<file path="src/rtl/kst_pkg.sv">
// Package for the keyed status table: table sizing, entry layout and request,
// result and status codes. No dependencies.
package kst_pkg;

    localparam int TABLE_DEPTH = 32;
    localparam int IDX_W       = (TABLE_DEPTH > 1) ? $clog2(TABLE_DEPTH) : 1;
    localparam int CNT_W       = $clog2(TABLE_DEPTH + 1);

    localparam int KEY_W    = 32;
    localparam int STATUS_W = 3;

    localparam logic [STATUS_W-1:0] ST_OFFLINE = 3'd0;
    localparam logic [STATUS_W-1:0] ST_BLOCKED = 3'd1;

    typedef enum logic [2:0] {
        REQ_ADD         = 3'd0,
        REQ_REMOVE      = 3'd1,
        REQ_BLOCK       = 3'd2,
        REQ_SET_STATUS  = 3'd3,
        REQ_LOOKUP      = 3'd4,
        REQ_ALL_OFFLINE = 3'd5
    } t_req;

    typedef enum logic [1:0] {
        RC_OK        = 2'd0,
        RC_NOT_READY = 2'd1,
        RC_FULL      = 2'd2,
        RC_MISSING   = 2'd3
    } t_rc;

    typedef struct packed {
        logic [KEY_W-1:0]    key;
        logic [STATUS_W-1:0] status;
    } t_entry;

endpackage

</file>
<file path="src/rtl/kst_ram.sv">
// Generic single-write, single-read synchronous RAM with a registered read port.
// Standalone; no package dependencies.
module kst_ram #(
    parameter int WIDTH = 8,
    parameter int DEPTH = 32
) (
    input  logic                                       i_clk,
    input  logic                                       i_we,
    input  logic [((DEPTH > 1) ? $clog2(DEPTH) : 1)-1:0] i_waddr,
    input  logic [WIDTH-1:0]                           i_wdata,
    input  logic                                       i_re,
    input  logic [((DEPTH > 1) ? $clog2(DEPTH) : 1)-1:0] i_raddr,
    output logic [WIDTH-1:0]                           o_rdata
);

    logic [WIDTH-1:0] r_mem [DEPTH];
    logic [WIDTH-1:0] r_rdata;

    always_ff @(posedge i_clk) begin
        if (i_we) begin
            r_mem[i_waddr] <= i_wdata;
        end
        if (i_re) begin
            r_rdata <= r_mem[i_raddr];
        end
    end

    assign o_rdata = r_rdata;

endmodule

</file>
<file path="src/rtl/keyed_status_table.sv">
// Keyed status table: compacted key/status table held in one synchronous RAM.
// Requests refused at once or undefined go straight to the result; searches scan
// the valid entries in RAM, a remove that hits then shifts the rest down, and all
// offline sweeps every entry. One request at a time: the block is ready for the next
// word in the cycle after the result enters the output register. Reset clears the
// entry count and the handshake state.
module keyed_status_table
    import kst_pkg::*;
(
    input  logic                i_clk,
    input  logic                i_rst_n,
    // Request channel.
    input  logic                i_in_valid,
    output logic                o_in_ready,
    input  logic [2:0]          i_req_type,
    input  logic [KEY_W-1:0]    i_profile_id,
    input  logic [STATUS_W-1:0] i_new_status,
    input  logic                i_session_ready,
    // Result channel.
    output logic                o_out_valid,
    input  logic                i_out_ready,
    output logic [1:0]          o_result_code,
    output logic                o_found,
    output logic [4:0]          o_entry_index,
    output logic [STATUS_W-1:0] o_entry_status,
    output logic [5:0]          o_entry_count
);

    // IDLE takes a word, SEARCH walks the valid entries looking for the key,
    // SHIFT closes the gap left by a remove, SWEEP sets every status that is not
    // blocked to offline, and DONE hands the result to the output register.
    typedef enum logic [2:0] {
        S_IDLE,
        S_SEARCH,
        S_SHIFT,
        S_SWEEP,
        S_DONE
    } t_state;

    t_state                r_state;
    t_req                  r_req;
    logic [KEY_W-1:0]      r_key;
    logic [STATUS_W-1:0]   r_nst;
    logic [CNT_W-1:0]      r_count;
    logic [CNT_W-1:0]      r_ptr;   // next RAM address to read
    logic                  r_pend;  // read data of the previous cycle is valid
    logic [IDX_W-1:0]      r_cmp;   // address the pending data belongs to / targets

    // Result being built.
    t_rc                   r_code;
    logic                  r_fnd;
    logic [IDX_W-1:0]      r_idx;
    logic [STATUS_W-1:0]   r_st;

    // Output register.
    logic                  r_out_valid;
    logic [1:0]            r_result_code;
    logic                  r_found;
    logic [4:0]            r_entry_index;
    logic [STATUS_W-1:0]   r_entry_status;
    logic [5:0]            r_entry_count;

    // RAM port signals.
    logic                  ram_we;
    logic [IDX_W-1:0]      ram_waddr;
    t_entry                ram_wdata;
    logic                  ram_re;
    t_entry                ram_rdata;

    logic                  hit;
    logic                  scan_end;
    logic                  has_room;
    logic [CNT_W-1:0]      ptr_dec;
    logic [CNT_W-1:0]      cmp_inc;

    kst_ram #(
        .WIDTH ($bits(t_entry)),
        .DEPTH (TABLE_DEPTH)
    ) u_ram (
        .i_clk   (i_clk),
        .i_we    (ram_we),
        .i_waddr (ram_waddr),
        .i_wdata (ram_wdata),
        .i_re    (ram_re),
        .i_raddr (r_ptr[IDX_W-1:0]),
        .o_rdata (ram_rdata)
    );

    assign hit      = r_pend && (ram_rdata.key == r_key);
    assign scan_end = (r_ptr >= r_count);
    assign has_room = (r_count < CNT_W'(TABLE_DEPTH));
    assign ptr_dec  = r_ptr - CNT_W'(1);
    assign cmp_inc  = CNT_W'(r_cmp) + CNT_W'(1);

    // RAM control. Writes always trail the reads, so a read never meets a write
    // to the same entry within one request.
    always_comb begin
        ram_we    = 1'b0;
        ram_waddr = r_cmp;
        ram_wdata = '{key: r_key, status: ST_OFFLINE};
        ram_re    = 1'b0;
        case (r_state)
            S_SEARCH: begin
                if (hit) begin
                    if (r_req == REQ_SET_STATUS) begin
                        ram_we    = 1'b1;
                        ram_wdata = '{key: r_key, status: r_nst};
                    end else if (r_req == REQ_BLOCK) begin
                        ram_we    = 1'b1;
                        ram_wdata = '{key: r_key, status: ST_BLOCKED};
                    end
                end else if (scan_end) begin
                    // Add, or block with room, appends at the table end on a miss.
                    ram_waddr = r_count[IDX_W-1:0];
                    if (r_req == REQ_ADD) begin
                        ram_we = 1'b1;
                    end else if (r_req == REQ_BLOCK && has_room) begin
                        ram_we    = 1'b1;
                        ram_wdata = '{key: r_key, status: ST_BLOCKED};
                    end
                end else begin
                    ram_re = 1'b1;
                end
            end
            S_SHIFT: begin
                // Entry read last cycle moves down one place.
                ram_we    = r_pend;
                ram_wdata = ram_rdata;
                ram_re    = !scan_end;
            end
            S_SWEEP: begin
                ram_we    = r_pend && (ram_rdata.status != ST_BLOCKED);
                ram_wdata = '{key: ram_rdata.key, status: ST_OFFLINE};
                ram_re    = !scan_end;
            end
            default: begin
                ram_we = 1'b0;
            end
        endcase
    end

    always_ff @(posedge i_clk) begin
        if (!i_rst_n) begin
            r_state     <= S_IDLE;
            r_count     <= '0;
            r_pend      <= 1'b0;
            r_out_valid <= 1'b0;
        end else begin
            // In DONE the output register is reloaded whenever the receiver takes
            // a word, so the valid flag is only cleared in the other states.
            if (i_out_ready && r_state != S_DONE) begin
                r_out_valid <= 1'b0;
            end
            case (r_state)
                S_IDLE: begin
                    if (i_in_valid) begin
                        r_req  <= t_req'(i_req_type);
                        r_key  <= i_profile_id;
                        r_nst  <= i_new_status;
                        r_ptr  <= '0;
                        r_pend <= 1'b0;
                        r_fnd  <= 1'b0;
                        r_idx  <= '0;
                        r_st   <= ST_OFFLINE;
                        case (i_req_type)
                            REQ_ADD, REQ_REMOVE, REQ_BLOCK: begin
                                if (!i_session_ready) begin
                                    r_code  <= RC_NOT_READY;
                                    r_state <= S_DONE;
                                end else if (i_req_type == REQ_ADD && !has_room) begin
                                    // A full table refuses an add before any key check.
                                    r_code  <= RC_FULL;
                                    r_state <= S_DONE;
                                end else begin
                                    r_code  <= RC_OK;
                                    r_state <= S_SEARCH;
                                end
                            end
                            REQ_SET_STATUS, REQ_LOOKUP: begin
                                r_code  <= RC_OK;
                                r_state <= S_SEARCH;
                            end
                            REQ_ALL_OFFLINE: begin
                                r_code  <= RC_OK;
                                r_state <= S_SWEEP;
                            end
                            default: begin
                                // Unknown requests answer OK and change nothing.
                                r_code  <= RC_OK;
                                r_state <= S_DONE;
                            end
                        endcase
                    end
                end
                S_SEARCH: begin
                    if (hit) begin
                        r_fnd  <= 1'b1;
                        r_idx  <= r_cmp;
                        r_pend <= 1'b0;
                        case (r_req)
                            REQ_SET_STATUS: r_st <= r_nst;
                            REQ_BLOCK:      r_st <= ST_BLOCKED;
                            default:        r_st <= ram_rdata.status;
                        endcase
                        if (r_req == REQ_REMOVE) begin
                            r_ptr   <= cmp_inc;
                            r_state <= S_SHIFT;
                        end else begin
                            r_state <= S_DONE;
                        end
                    end else if (scan_end) begin
                        case (r_req)
                            REQ_ADD: begin
                                r_idx   <= r_count[IDX_W-1:0];
                                r_st    <= ST_OFFLINE;
                                r_count <= r_count + CNT_W'(1);
                            end
                            REQ_BLOCK: begin
                                if (has_room) begin
                                    r_idx   <= r_count[IDX_W-1:0];
                                    r_st    <= ST_BLOCKED;
                                    r_count <= r_count + CNT_W'(1);
                                end else begin
                                    r_code <= RC_FULL;
                                end
                            end
                            default: begin
                                r_code <= RC_MISSING;
                            end
                        endcase
                        r_pend  <= 1'b0;
                        r_state <= S_DONE;
                    end else begin
                        r_pend <= 1'b1;
                        r_cmp  <= r_ptr[IDX_W-1:0];
                        r_ptr  <= r_ptr + CNT_W'(1);
                    end
                end
                S_SHIFT: begin
                    if (scan_end) begin
                        r_count <= r_count - CNT_W'(1);
                        r_pend  <= 1'b0;
                        r_state <= S_DONE;
                    end else begin
                        r_pend <= 1'b1;
                        r_cmp  <= ptr_dec[IDX_W-1:0];
                        r_ptr  <= r_ptr + CNT_W'(1);
                    end
                end
                S_SWEEP: begin
                    if (scan_end) begin
                        r_pend  <= 1'b0;
                        r_state <= S_DONE;
                    end else begin
                        r_pend <= 1'b1;
                        r_cmp  <= r_ptr[IDX_W-1:0];
                        r_ptr  <= r_ptr + CNT_W'(1);
                    end
                end
                S_DONE: begin
                    // Move the result into the output register once it is free.
                    if (!r_out_valid || i_out_ready) begin
                        r_out_valid    <= 1'b1;
                        r_result_code  <= r_code;
                        r_found        <= r_fnd;
                        r_entry_index  <= 5'(r_idx);
                        r_entry_status <= r_st;
                        r_entry_count  <= 6'(r_count);
                        r_state        <= S_IDLE;
                    end
                end
                default: begin
                    r_state <= S_IDLE;
                end
            endcase
        end
    end

    assign o_in_ready     = (r_state == S_IDLE);
    assign o_out_valid    = r_out_valid;
    assign o_result_code  = r_result_code;
    assign o_found        = r_found;
    assign o_entry_index  = r_entry_index;
    assign o_entry_status = r_entry_status;
    assign o_entry_count  = r_entry_count;

endmodule

</file>
<file path="config.mk">
export PLATFORM = sky130hd
export DESIGN_NAME = keyed_status_table
export DESIGN_NICKNAME = d
export VERILOG_FILES = /design/src/rtl/kst_pkg.sv /design/src/rtl/kst_ram.sv /design/src/rtl/keyed_status_table.sv
export SDC_FILE = /design/constraint.sdc
export NUM_CORES = 1
export LEC_CHECK = 0
export BUFFER_PORTS_ARGS = -buffer_cell sky130_fd_sc_hd__buf_2
export CAP_MARGIN = 20
export CORE_ASPECT_RATIO = 0.6
export CORE_UTILIZATION = 45
export DETAILED_ROUTE_END_ITERATION = 8
export MAX_ROUTING_LAYER = met4
export PLACE_DENSITY = 0.72
export REMOVE_ABC_BUFFERS = 1
export SYNTH_ARGS = -nofsm -noshare
export SYNTH_HDL_FRONTEND = slang
export SYNTH_SLANG_ARGS = --single-unit
</file>
<file path="constraint.sdc">
create_clock -name i_clk -period 11.1 [get_ports i_clk]
set_clock_uncertainty 0.05 [all_clocks]
set_input_delay 0.555 -clock i_clk [delete_from_list [all_inputs] [get_ports i_clk]]
set_output_delay 0.555 -clock i_clk [all_outputs]
set_load 0.05 [all_outputs]
</file>
Yosys cells after proc, flatten, opt, wreduce, memory -nomap -nowiden
Memories as Yosys holds them, arrays and structs flattened. A register that Yosys moved wholly into a read port is not among the register bits.
Cells that the tools add are included.
{ "totals": {"elab_cells": 160, "mem_bits_ro": 0, "input_bits": 43, "ramBits": 1120, "memories": 1, "latchBits": 0, "output_inout_bits": 19, "reg_bits": 88} }
{ "memory_table": {"columns": ["memory", "words", "width", "read_ports", "rd_ports_with_merged_regs", "wr", "line", "text"], "rows": [
  ["u_ram.r_mem", 32, 35, 1, 1, 1, "kst_ram.sv:16", "logic [WIDTH-1:0] r_mem [DEPTH];"]
]} }
{ "op_classes": {"muxes": 75, "reduce_logical": 29, "n_bitwise": 0, "magnitude_cmp": 2, "n_mul": 0, "div": 0, "n_eq_ne": 30, "n_shift": 0, "add_sub_neg": 5} }
{ "op_table": {"columns": ["cell", "count"], "rows": [
  ["$pmux W35 S3", 1],
  ["$mux W5", 10],
  ["$mux W6", 8],
  ["$mux W3", 13],
  ["$eq A32 B32 Y1", 1],
  ["$pmux W6 S2", 2],
  ["$pmux W5 S2", 2],
  ["$mux W1", 19],
  ["$eq A3 B2 Y1 const B", 6],
  ["$ne A3 B3 Y1 const B", 6],
  ["$pmux W3 S2", 3],
  ["$pmux W6 S3", 1],
  ["$ne A2 B2 Y1 const B", 8],
  ["$pmux W5 S3", 1],
  ["$mux W2", 7],
  ["$add A6 B1 Y6 const B", 2],
  ["$pmux W3 S4", 1],
  ["$reduce_and A4 Y1", 3],
  ["$reduce_and A6 Y1", 2],
  ["$eq A3 B1 Y1 const B", 3],
  ["$eq A3 B3 Y1 const B", 3],
  ["$logic_not A3 Y1", 3],
  ["$pmux W3 S3", 1],
  ["$ne A4 B4 Y1 const B", 2],
  ["other kinds (19)", 33]
]} }

Logic depth before layout (Yosys ltp)
Gate-level depths: netlist (run 1).
{ "depth": {"word_depth": 9, "depth_mapped": 12, "ltp_nobuf": 10} }

Cells and area by module
Synthesis (run 1) repeated with hierarchy kept, for this count alone.
{ "unflattened": {"cells_unflattened": 2930, "hier_area_um2": 49653.9} }
{ "modules_own_cells": {"columns": ["module", "area_per_inst_um2", "cells_per_inst", "seq_area_each_um2", "instances"], "rows": [
  ["kst_ram", 44896.8, 2469, 34683.3, 1],
  ["keyed_status_table", 4757.1, 461, 2532.4, 1]
]} }

Worst setup path before layout (run 1)
OpenSTA, ideal clock, no wires.
{ "synth_timing": {"path_kind": "reg-to-reg", "startpoint": "reg r_ptr[0]", "endpoint": "mem u_ram.r_mem[12][0] in the netlist's numbering, enable pin", "setup_ns": 0.443, "period_less_slack_ns": 5.019, "n_path_buf": 4, "required_ns": 10.607, "slack_ns": 6.081, "t_arrival_ns": 4.526, "stages_incl_launch_ff": 13, "cell_sequence": "edfxtp_1 > clkbuf_1 > clkbuf_1 > buf_2 > inv_1 > ha_1 > nand2b_1 > a2111oi_2 > o311ai_4 > nand2_1 > buf_2 > or4_4 > a22oi_1"} }
{ "synth_between": {"elab_chain_cells": 6, "word_cells_on_any_way": 9, "classes_between": "order compare (1); mux (8)"} }
{ "synth_rtl": {"columns": ["element", "line", "text"], "rows": [
  ["start, declared", "keyed_status_table.sv:45", "logic [CNT_W-1:0] r_ptr;"],
  ["start signal, assigned", "keyed_status_table.sv:206", "r_ptr <= cmp_inc;"],
  ["start signal, assigned", "keyed_status_table.sv:236", "r_ptr <= r_ptr + CNT_W'(1);"],
  ["start signal, assigned", "keyed_status_table.sv:247", "r_ptr <= r_ptr + CNT_W'(1);"],
  ["$ge A6 B6 Y1 (*)", "keyed_status_table.sv:90", "assign scan_end = (r_ptr >= r_count);"],
  ["$mux W1", "keyed_status_table.sv:112", "end else if (scan_end) begin"],
  ["$mux W1", "keyed_status_table.sv:104", "if (hit) begin"],
  ["$pmux W1 S3", "keyed_status_table.sv:102", "case (r_state)"],
  ["$mux W1", "kst_ram.sv:20", "if (i_we) begin"],
  ["$mux W1 (not written as such)", "kst_ram.sv:21", "r_mem[i_waddr] <= i_wdata;"],
  ["end, declared", "kst_ram.sv:16", null]
]} }
Every way passes the cells marked *; elsewhere a longest branch is shown, timed or not.

Worst setup path after layout (run 1)
{ "layout_timing": {"startpoint": "reg r_ptr[0]", "endpoint": "mem u_ram.r_mem[7][19] in the netlist's numbering, enable pin"} }
Same word-level chain as after synthesis.

==> metrics.md, run 1 <==
| Metric | Value |
|---|---|
| CTS max path bufs | 3 |
| Max stage delay cell, worst path | a22oi_2 |
| CTS resizes | 0 |
| PD cells | about 170 nW/um2 |
| M1 wire length | approximately 50,000 um |
| Top-count cell post-synth | edfxtp_1 |
| GRT Residual Overflow | 0 |
| Initial core utilization | a little under half |
| Pre-Repair DR Iteration Count | 8 |
| Critical path launch point | r_ptr[0]$_DFFE_PP_ |
| Worst Setup Path Type | reg -> reg |
| Most frequent CP cell | buf_4 |
| Critical R2R Launch | r_ptr[0]$_DFFE_PP_ |
| Slew Limit Fails | 0 |
| Fillers | about 8,200 |
| DRT iter0 DRCs | 3,922 |
| DP Worst Slack | approximately 5600 ps |
| Crit share post-route | between 50% and 60% |
| DR top layer | met4 |
| Synth top area share | 76.0% |
| Worst rel slew slack | between 10% and 20% |
| Largest cells by area after synthesis | edfxtp_1, mux4_2, nand2_1, xor2_1, dfxtp_1 |
| Initial antenna violation count | 3 |
| Post-Syn Area | between 40,000 and 50,000 um2 |
| Setup Viol. Count Final | 0 |
| Clock Pin Slew Worst Setup and Hold Paths | ~70 ps |
| CTS H-tree lvls | 3 |
| CP Capture Point | u_ram.r_mem[7][19]$_DFFE_PP_ |
| Largest stage delay, worst path | 970 ps |
| RSZ-0062 raised after global routing | false |
| Worst setup EP type | flop |
| Via Count | about 24,000 |
| Final Hold Fails | 0 |
| Hold Crit Class | in -> reg |
| Vias in the first global route | 24,100 |
| DP HPWL | between 60,000 and 70,000 um |
| Die area | approximately 110,000 um2 |
| Num rows | 93 |
| Antenna Nets Post-Route | 0 |
| Total power | between 9 and 10 mW |
| Clk sink count | ~1,200 |
| Worst Slack Setup Final | between 5000 and 6000 ps |
| Crit-path max FO | 36 |
| Die Y | ~260 um |
| Async SR Flop Fraction | 0% |
| Leakage | 17.2 nW |
| Mapped Cells | roughly 2,300 |
| Peak supply drop | about 0.15 mV |
| Worst-Skew Late Latency | between 700 and 800 ps |
| Core area | roughly 110,000 um2 |
| CTS buffer count | between 100 and 150 |
| Placed cell area | roughly 51,000 um2 |
| Number of enable flip-flop cells after synthesis | 1,232 |
| Nets | 2,477 |
| Min Clock Period, post-route | 5600 ps |
| Final GP Congestion | slightly below 0.9 |
| Final TNS setup | 0 ps |
| F_max | approximately 180 MHz |
| Post-CTS setup repair buffer count | 0 |
| Outcome | completed |
| Crit path DAT | approximately 6000 ps |
| Sequential area share after synthesis | 76.4% |
| Number of synthesis warnings | 0 |
| Worst R2R Setup Slack | ~5500 ps |
| Routed met3 length | around 13,000 um |
| Die W | around 430 um |
| CP cell instances | buf_4, inv_1, ha_1, nand2b_1, a2111oi_2, o311ai_4, nand2_1, or4_1, a22oi_2, buf_4 |
| Crit path required time | approximately 11,000 ps |
| WL final | roughly 120,000 um |
| Top cells by count, synth | edfxtp_1, mux4_2, nand2_1 |
| Yosys top cell by area | edfxtp_1 |
| Via density | 6.17 |
| Worst Hold Slack | around 26 ps |
| Post-route DRC violation count | 0 |
| First-pass GRT wire length | between 150,000 and 200,000 um |
| Max-Cap Viols | 0 |
| Clk root buf | clkbuf_16 |
| CTS tree | built |
| CP startpoint kind | flop |
| Finished Cell Area | 55,000 um2 |
| Syn avg cell area | 21.6 um2 |
| #FFs+latches synth | approximately 1,200 |
| Met2 WL post-DR | 53,700 um |
| R2r endpoint | u_ram.r_mem[7][19]$_DFFE_PP_ |
| Largest net degree at the start of global routing | approximately 110 |
| Fraction of layout cells with a size suffix above 1 | between 20% and 30% |
| Top-Level Pins | 62 |
| Post-synth top flop | edfxtp_1 |
| Wirelength per Cell | roughly 30 um |
| GRT Util Overall | between 20 and 25% |
| Post-synthesis cell type count | 66 |
| Port Buf Inserts | 61 |
| Slew @ Worst Pin | 1310 ps |
| Area grow syn2layout | 13.0% |
| FF-to-FF path depth | 10 |
timing repair:
item                                    4_1_cts  5_1_grt
hold endpoints to repair                     33        0
endpoints found under the setup margin        0        0
hold buffers                                 33        0
layout by cell type (no fill, tap or decap), drive strengths merged, types with 15 or more instances in the layout:
| cell type | n |
|---|---|
| dlygate4sd3 | 33 |
| nand2b | 15 |
| inv | 27 |
| buf | 140 |
| nor2 | 24 |
| clkbuf | 124 |
| nand4 | 17 |
| xor2 | 27 |
| a22oi | 32 |
| clkinv | 55 |
| nand2 | 229 |
| mux4 | 350 |
| o21ai | 18 |
| xnor2 | 19 |
| nor4 | 18 |
| edfxtp | 1232 |
critical path: cells and delay by family (launching register included):
kind            cells  cell delay, ps
flops               1             340
simple gates        3            1420
buf+inv             3            1420
compound gates      3            1590
fa+ha+maj           1             340
registers in the layout, summed over array words and instances, names as in the netlist, 2 cells and up:
name / count
r_count: 6
r_key: 32
o_entry_status: 3
r_state: 3
r_idx: 5
o_result_code: 2
r_nst: 3
r_req: 3
r_cmp: 5
u_ram.r_mem: 1120
r_ptr: 6
u_ram.o_rdata: 35
o_entry_index: 5
o_entry_count: 6
r_st: 3
r_code: 2
cells by family after synthesis:
| group | share of synthesized area, % |
|---|---|
| buf+inv | 1.17 |
| xor+xnor | 0.827 |
| simple gates | 3.30 |
| mux | 16.4 |
| compound gates | 1.56 |
| fa+ha+maj | 0.375 |
| flops | 76.4 |
stage by stage:
stage,instances,util (%)
4_1_cts,3923,51.1
3_3_place_gp,3692,47.5
2_1_floorplan,2138,-
3_5_place_dp,3692,47.5
5_1_grt,3935,51.3
6_report,3935,51.3
layer usage:
| layer | global-route usage, % | vias up |
|---|---|---|
| met5 | - | - |
| met3 | 4.40 | 197 |
| met4 | 4.51 | 0 |
| li1 | - | 9721 |
| met1 | 33.6 | 12800 |
| met2 | 32.0 | 1560 |
power breakdown:
part | internal [mW] | switching, mW
clock network | 2.07 | 1.70
registers | 5.19 | 0.0168
logic | 0.209 | 0.301
area by class of cell:
| type | count | area, um2 | area share, % |
|---|---|---|---|
| well taps | 1425 | 1780 | 3.24 |
| flip-flops and latches | 1243 | 37200 | 67.6 |
| clock buffers | 124 | 2760 | 5.02 |
| inverters | 22 | 87.6 | 0.159 |
| diodes | 1 | 2.50 | 0.00455 |
| clock inverters | 74 | 737 | 1.34 |
| repair buffers | 173 | 1390 | 2.53 |
| multi-input cells | 873 | 11100 | 20.1 |
worst min-delay path by stage:
stage	start	to	slack, ps	cells past startpoint
floorplan	r_idx[0]$_SDFFCE_PN0P_	o_entry_index[0]$_DFFE_PP_	350	0
global placement	r_code[1]$_SDFFCE_PP1P_	o_result_code[1]$_DFFE_PP_	350	0
detailed placement	r_code[1]$_SDFFCE_PP1P_	o_result_code[1]$_DFFE_PP_	360	0
CTS	i_profile_id[0]	r_key[0]$_DFFE_PP_	2	1
global route	i_profile_id[0]	r_key[0]$_DFFE_PP_	10	1
finish	i_profile_id[22]	r_key[22]$_DFFE_PP_	30	1
Power figures use the tool's default switching activity.
==> run 2, diff against run 1 <==
==> constraint.sdc (replaced) <==
create_clock -name i_clk -period 5.8 [get_ports i_clk]
set_clock_uncertainty 0.05 [all_clocks]
set_input_delay 0.29 -clock i_clk [delete_from_list [all_inputs] [get_ports i_clk]]
set_output_delay 0.29 -clock i_clk [all_outputs]
set_load 0.05 [all_outputs]
==> metrics.md, run 2 (synthesis gave the netlist of run 1 again) <==
| Metric | Value |
|---|---|
| Clk sink count | 1,243 (unchanged) |
| F_max | 212 MHz (was 179 MHz) |
| Fraction of layout cells with a size suffix above 1 | 27.7% (was 27.5%) |
| Worst-Skew Late Latency | 720 ps (was 730 ps) |
| Crit path DAT | 5000 ps (was 5880 ps) |
| Post-CTS setup repair buffer count | 0 (unchanged) |
| Max reg flops | 1,120 (unchanged) |
| GRT Util Overall | 22.7% (was 22.4%) |
| Vias in the first global route | 23,800 (was 24,100) |
| Min Clock Period, post-route | 4710 ps (was 5600 ps) |
| Commonest non-fill, non-tap cell in the layout | edfxtp_1 (unchanged) |
| Clock Pin Slew Worst Setup and Hold Paths | 70 ps (about the same) |
| DRT iter0 DRCs | 3,981 (was 3,922) |
| Hold Crit Class | in -> reg (unchanged) |
| Clk root buf | clkbuf_16 (unchanged) |
| Wirelength per Cell | 30.6 um (was 30.1 um) |
| DP HPWL | 62,100 um (was 66,400 um) |
| Peak supply drop | 0.317 mV (was 0.149 mV) |
| Leakage | 17.2 nW (about the same) |
| Post-route DRC violation count | 0 (unchanged) |
| Worst setup EP type | flop (unchanged) |
| Max-Cap Viols | 0 (unchanged) |
| Core area | 107,000 um2 (unchanged) |
| Die area | 110,000 um2 (unchanged) |
| Crit share post-route | 81.2% (was 50.4%) |
| First-pass GRT wire length | 171,000 um (was 170,000 um) |
| GRT Residual Overflow | 0 (unchanged) |
| Pre-Repair DR Iteration Count | 7 (was 8) |
| Via Count | 24,200 (was 24,300) |
| Crit path required time | 6090 ps (was 11,390 ps) |
| CTS buffer count | 105 (was 107) |
| Largest net degree at the start of global routing | 156 (was 108) |
| Die W | 427 um (unchanged) |
| Via density | 6.17 (about the same) |
| RSZ-0062 raised after global routing | false (unchanged) |
| Worst rel slew slack | 22.0% (was 12.8%) |
| Num rows | 93 (unchanged) |
| N_diodes | 0 (was 1) |
| CP startpoint kind | flop (unchanged) |
| CTS tree | built (unchanged) |
| Max stage delay cell, worst path | nand4_1 (was a22oi_2) |
| CTS max path bufs | 3 (unchanged) |
| CTS H-tree lvls | 3 (unchanged) |
| Slew Limit Fails | 0 (unchanged) |
| Commonest cells after routing, fill and taps aside | edfxtp_1, mux4_2, nand2_1 (unchanged) |
| Slew @ Worst Pin | 1170 ps (was 1310 ps) |
| Nets | 2,474 (was 2,477) |
| CP cell instances | xnor2_1, nand2_1, nor4_1, nand4_1, nand3_1, a22oi_2, buf_4 (was buf_4, inv_1, ha_1, nand2b_1, a2111oi_2, o311ai_4, nand2_1, or4_1, a22oi_2, buf_4) |
| Die Y | 257 um (unchanged) |
| Largest stage delay, worst path | 850 ps (was 970 ps) |
| Port Buf Inserts | 61 (unchanged) |
| WL final | 120,000 um (was 118,000 um) |
| Placed cells | 3,690 (was 3,692) |
| PD cells | 331 nW/um2 (was 173 nW/um2) |
| Antenna Nets Post-Route | 0 (unchanged) |
| Family with the most delay on the worst path | simple AND/OR/NAND/NOR gates (was compound AO/OA/AOI/OAI gates) |
| Initial core utilization | 45.4% (unchanged) |
| Final TNS setup | 0 ps (unchanged) |
| Setup Viol. Count Final | 0 (unchanged) |
| Crit path buffers/inverters | 1 (was 3) |
| Final Hold Fails | 0 (unchanged) |
| Crit-path max FO | 32 (was 36) |
| Final GP Congestion | 0.875 (was 0.883) |
| Outcome | completed (unchanged) |
| Fin cells | 3,931 (was 3,935) |
| Initial antenna violation count | 1 (was 3) |
| Worst Setup Path Type | reg -> reg (unchanged) |
| Area grow syn2layout | 12.9% (was 13.0%) |
| Top-Level Pins | 62 (unchanged) |
| Largest Register | u_ram.r_mem (unchanged) |
run 2: cell types whose count changed in the layout (fill, tap and decap cells not counted), sizes merged, moves of 2 or more:
cell | before | now
clkbuf | 124 | 122
buf | 140 | 130
bufinv | 12 | 14
clkinvlp | 2 | 7
dlygate4sd3 | 33 | 42
clkinv | 55 | 47
run 2: area by class of cell:
cell class                      count  area, um2
Timing Repair Buffer              172       1340
Clock inverter                     74        792
Inverter                           22       87.6
Clock buffer                      122       2710
Multi-Input combinational cell    873      11100
Fill cell                        8271      52300
Tap cell                         1425       1780
Sequential cell                  1243      37200
run 2: path summary, 6_finish.rpt:
kind	startpoint	end	slack, ps	depth (start not counted)
min	i_profile_id[25]	r_key[25]$_DFFE_PP_	240	2
max reg2reg	r_key[20]$_DFFE_PP_	u_ram.r_mem[6][23]$_DFFE_PP_	1090	7
min reg2reg	r_idx[4]$_SDFFCE_PN0P_	o_entry_index[4]$_DFFE_PP_	370	0
max	r_key[20]$_DFFE_PP_	u_ram.r_mem[6][23]$_DFFE_PP_	1090	7
run 2: power breakdown:
| part | internal (mW) | switching (mW) |
|---|---|---|
| Sequential | 9.94 | 0.0356 |
| Clock | 4.00 | 3.26 |
| Combinational | 0.391 | 0.547 |
| Total | 14.3 | 3.84 |
run 2: stage by stage:
stage / area, um2 / util (%) / setup slack (ps) / power (mW) / hold slack, ps
after global routing: 55000 / 51.3 / 833 / 18.7 / 226
after floorplan: 48200 / - / -10260 / 11.0 / 339
after CTS: 54900 / 51.2 / 1260 / 18.3 / 204
final: 55000 / 51.3 / 1090 / 18.2 / 240
after global placement: 51000 / 47.5 / 1300 / 11.1 / 359
after detailed placement: 51000 / 47.5 / 1290 / 11.1 / 355
run 2: layer usage:
metal  up-vias  global-route usage (%)  part of all wire [%]
met2      1544                    32.1                    45
met4         0                    5.64                   2.3
met1     12800                    33.7                    41
li1       9724                       -                     -
met3       196                    4.88                    12
met5         -                       -                     0
run 2: timing repair:
action                                 in CTS  in global routing
gates resized for setup                     0                  0
hold buffers                               42                  0
endpoints found under the hold margin      50                  0
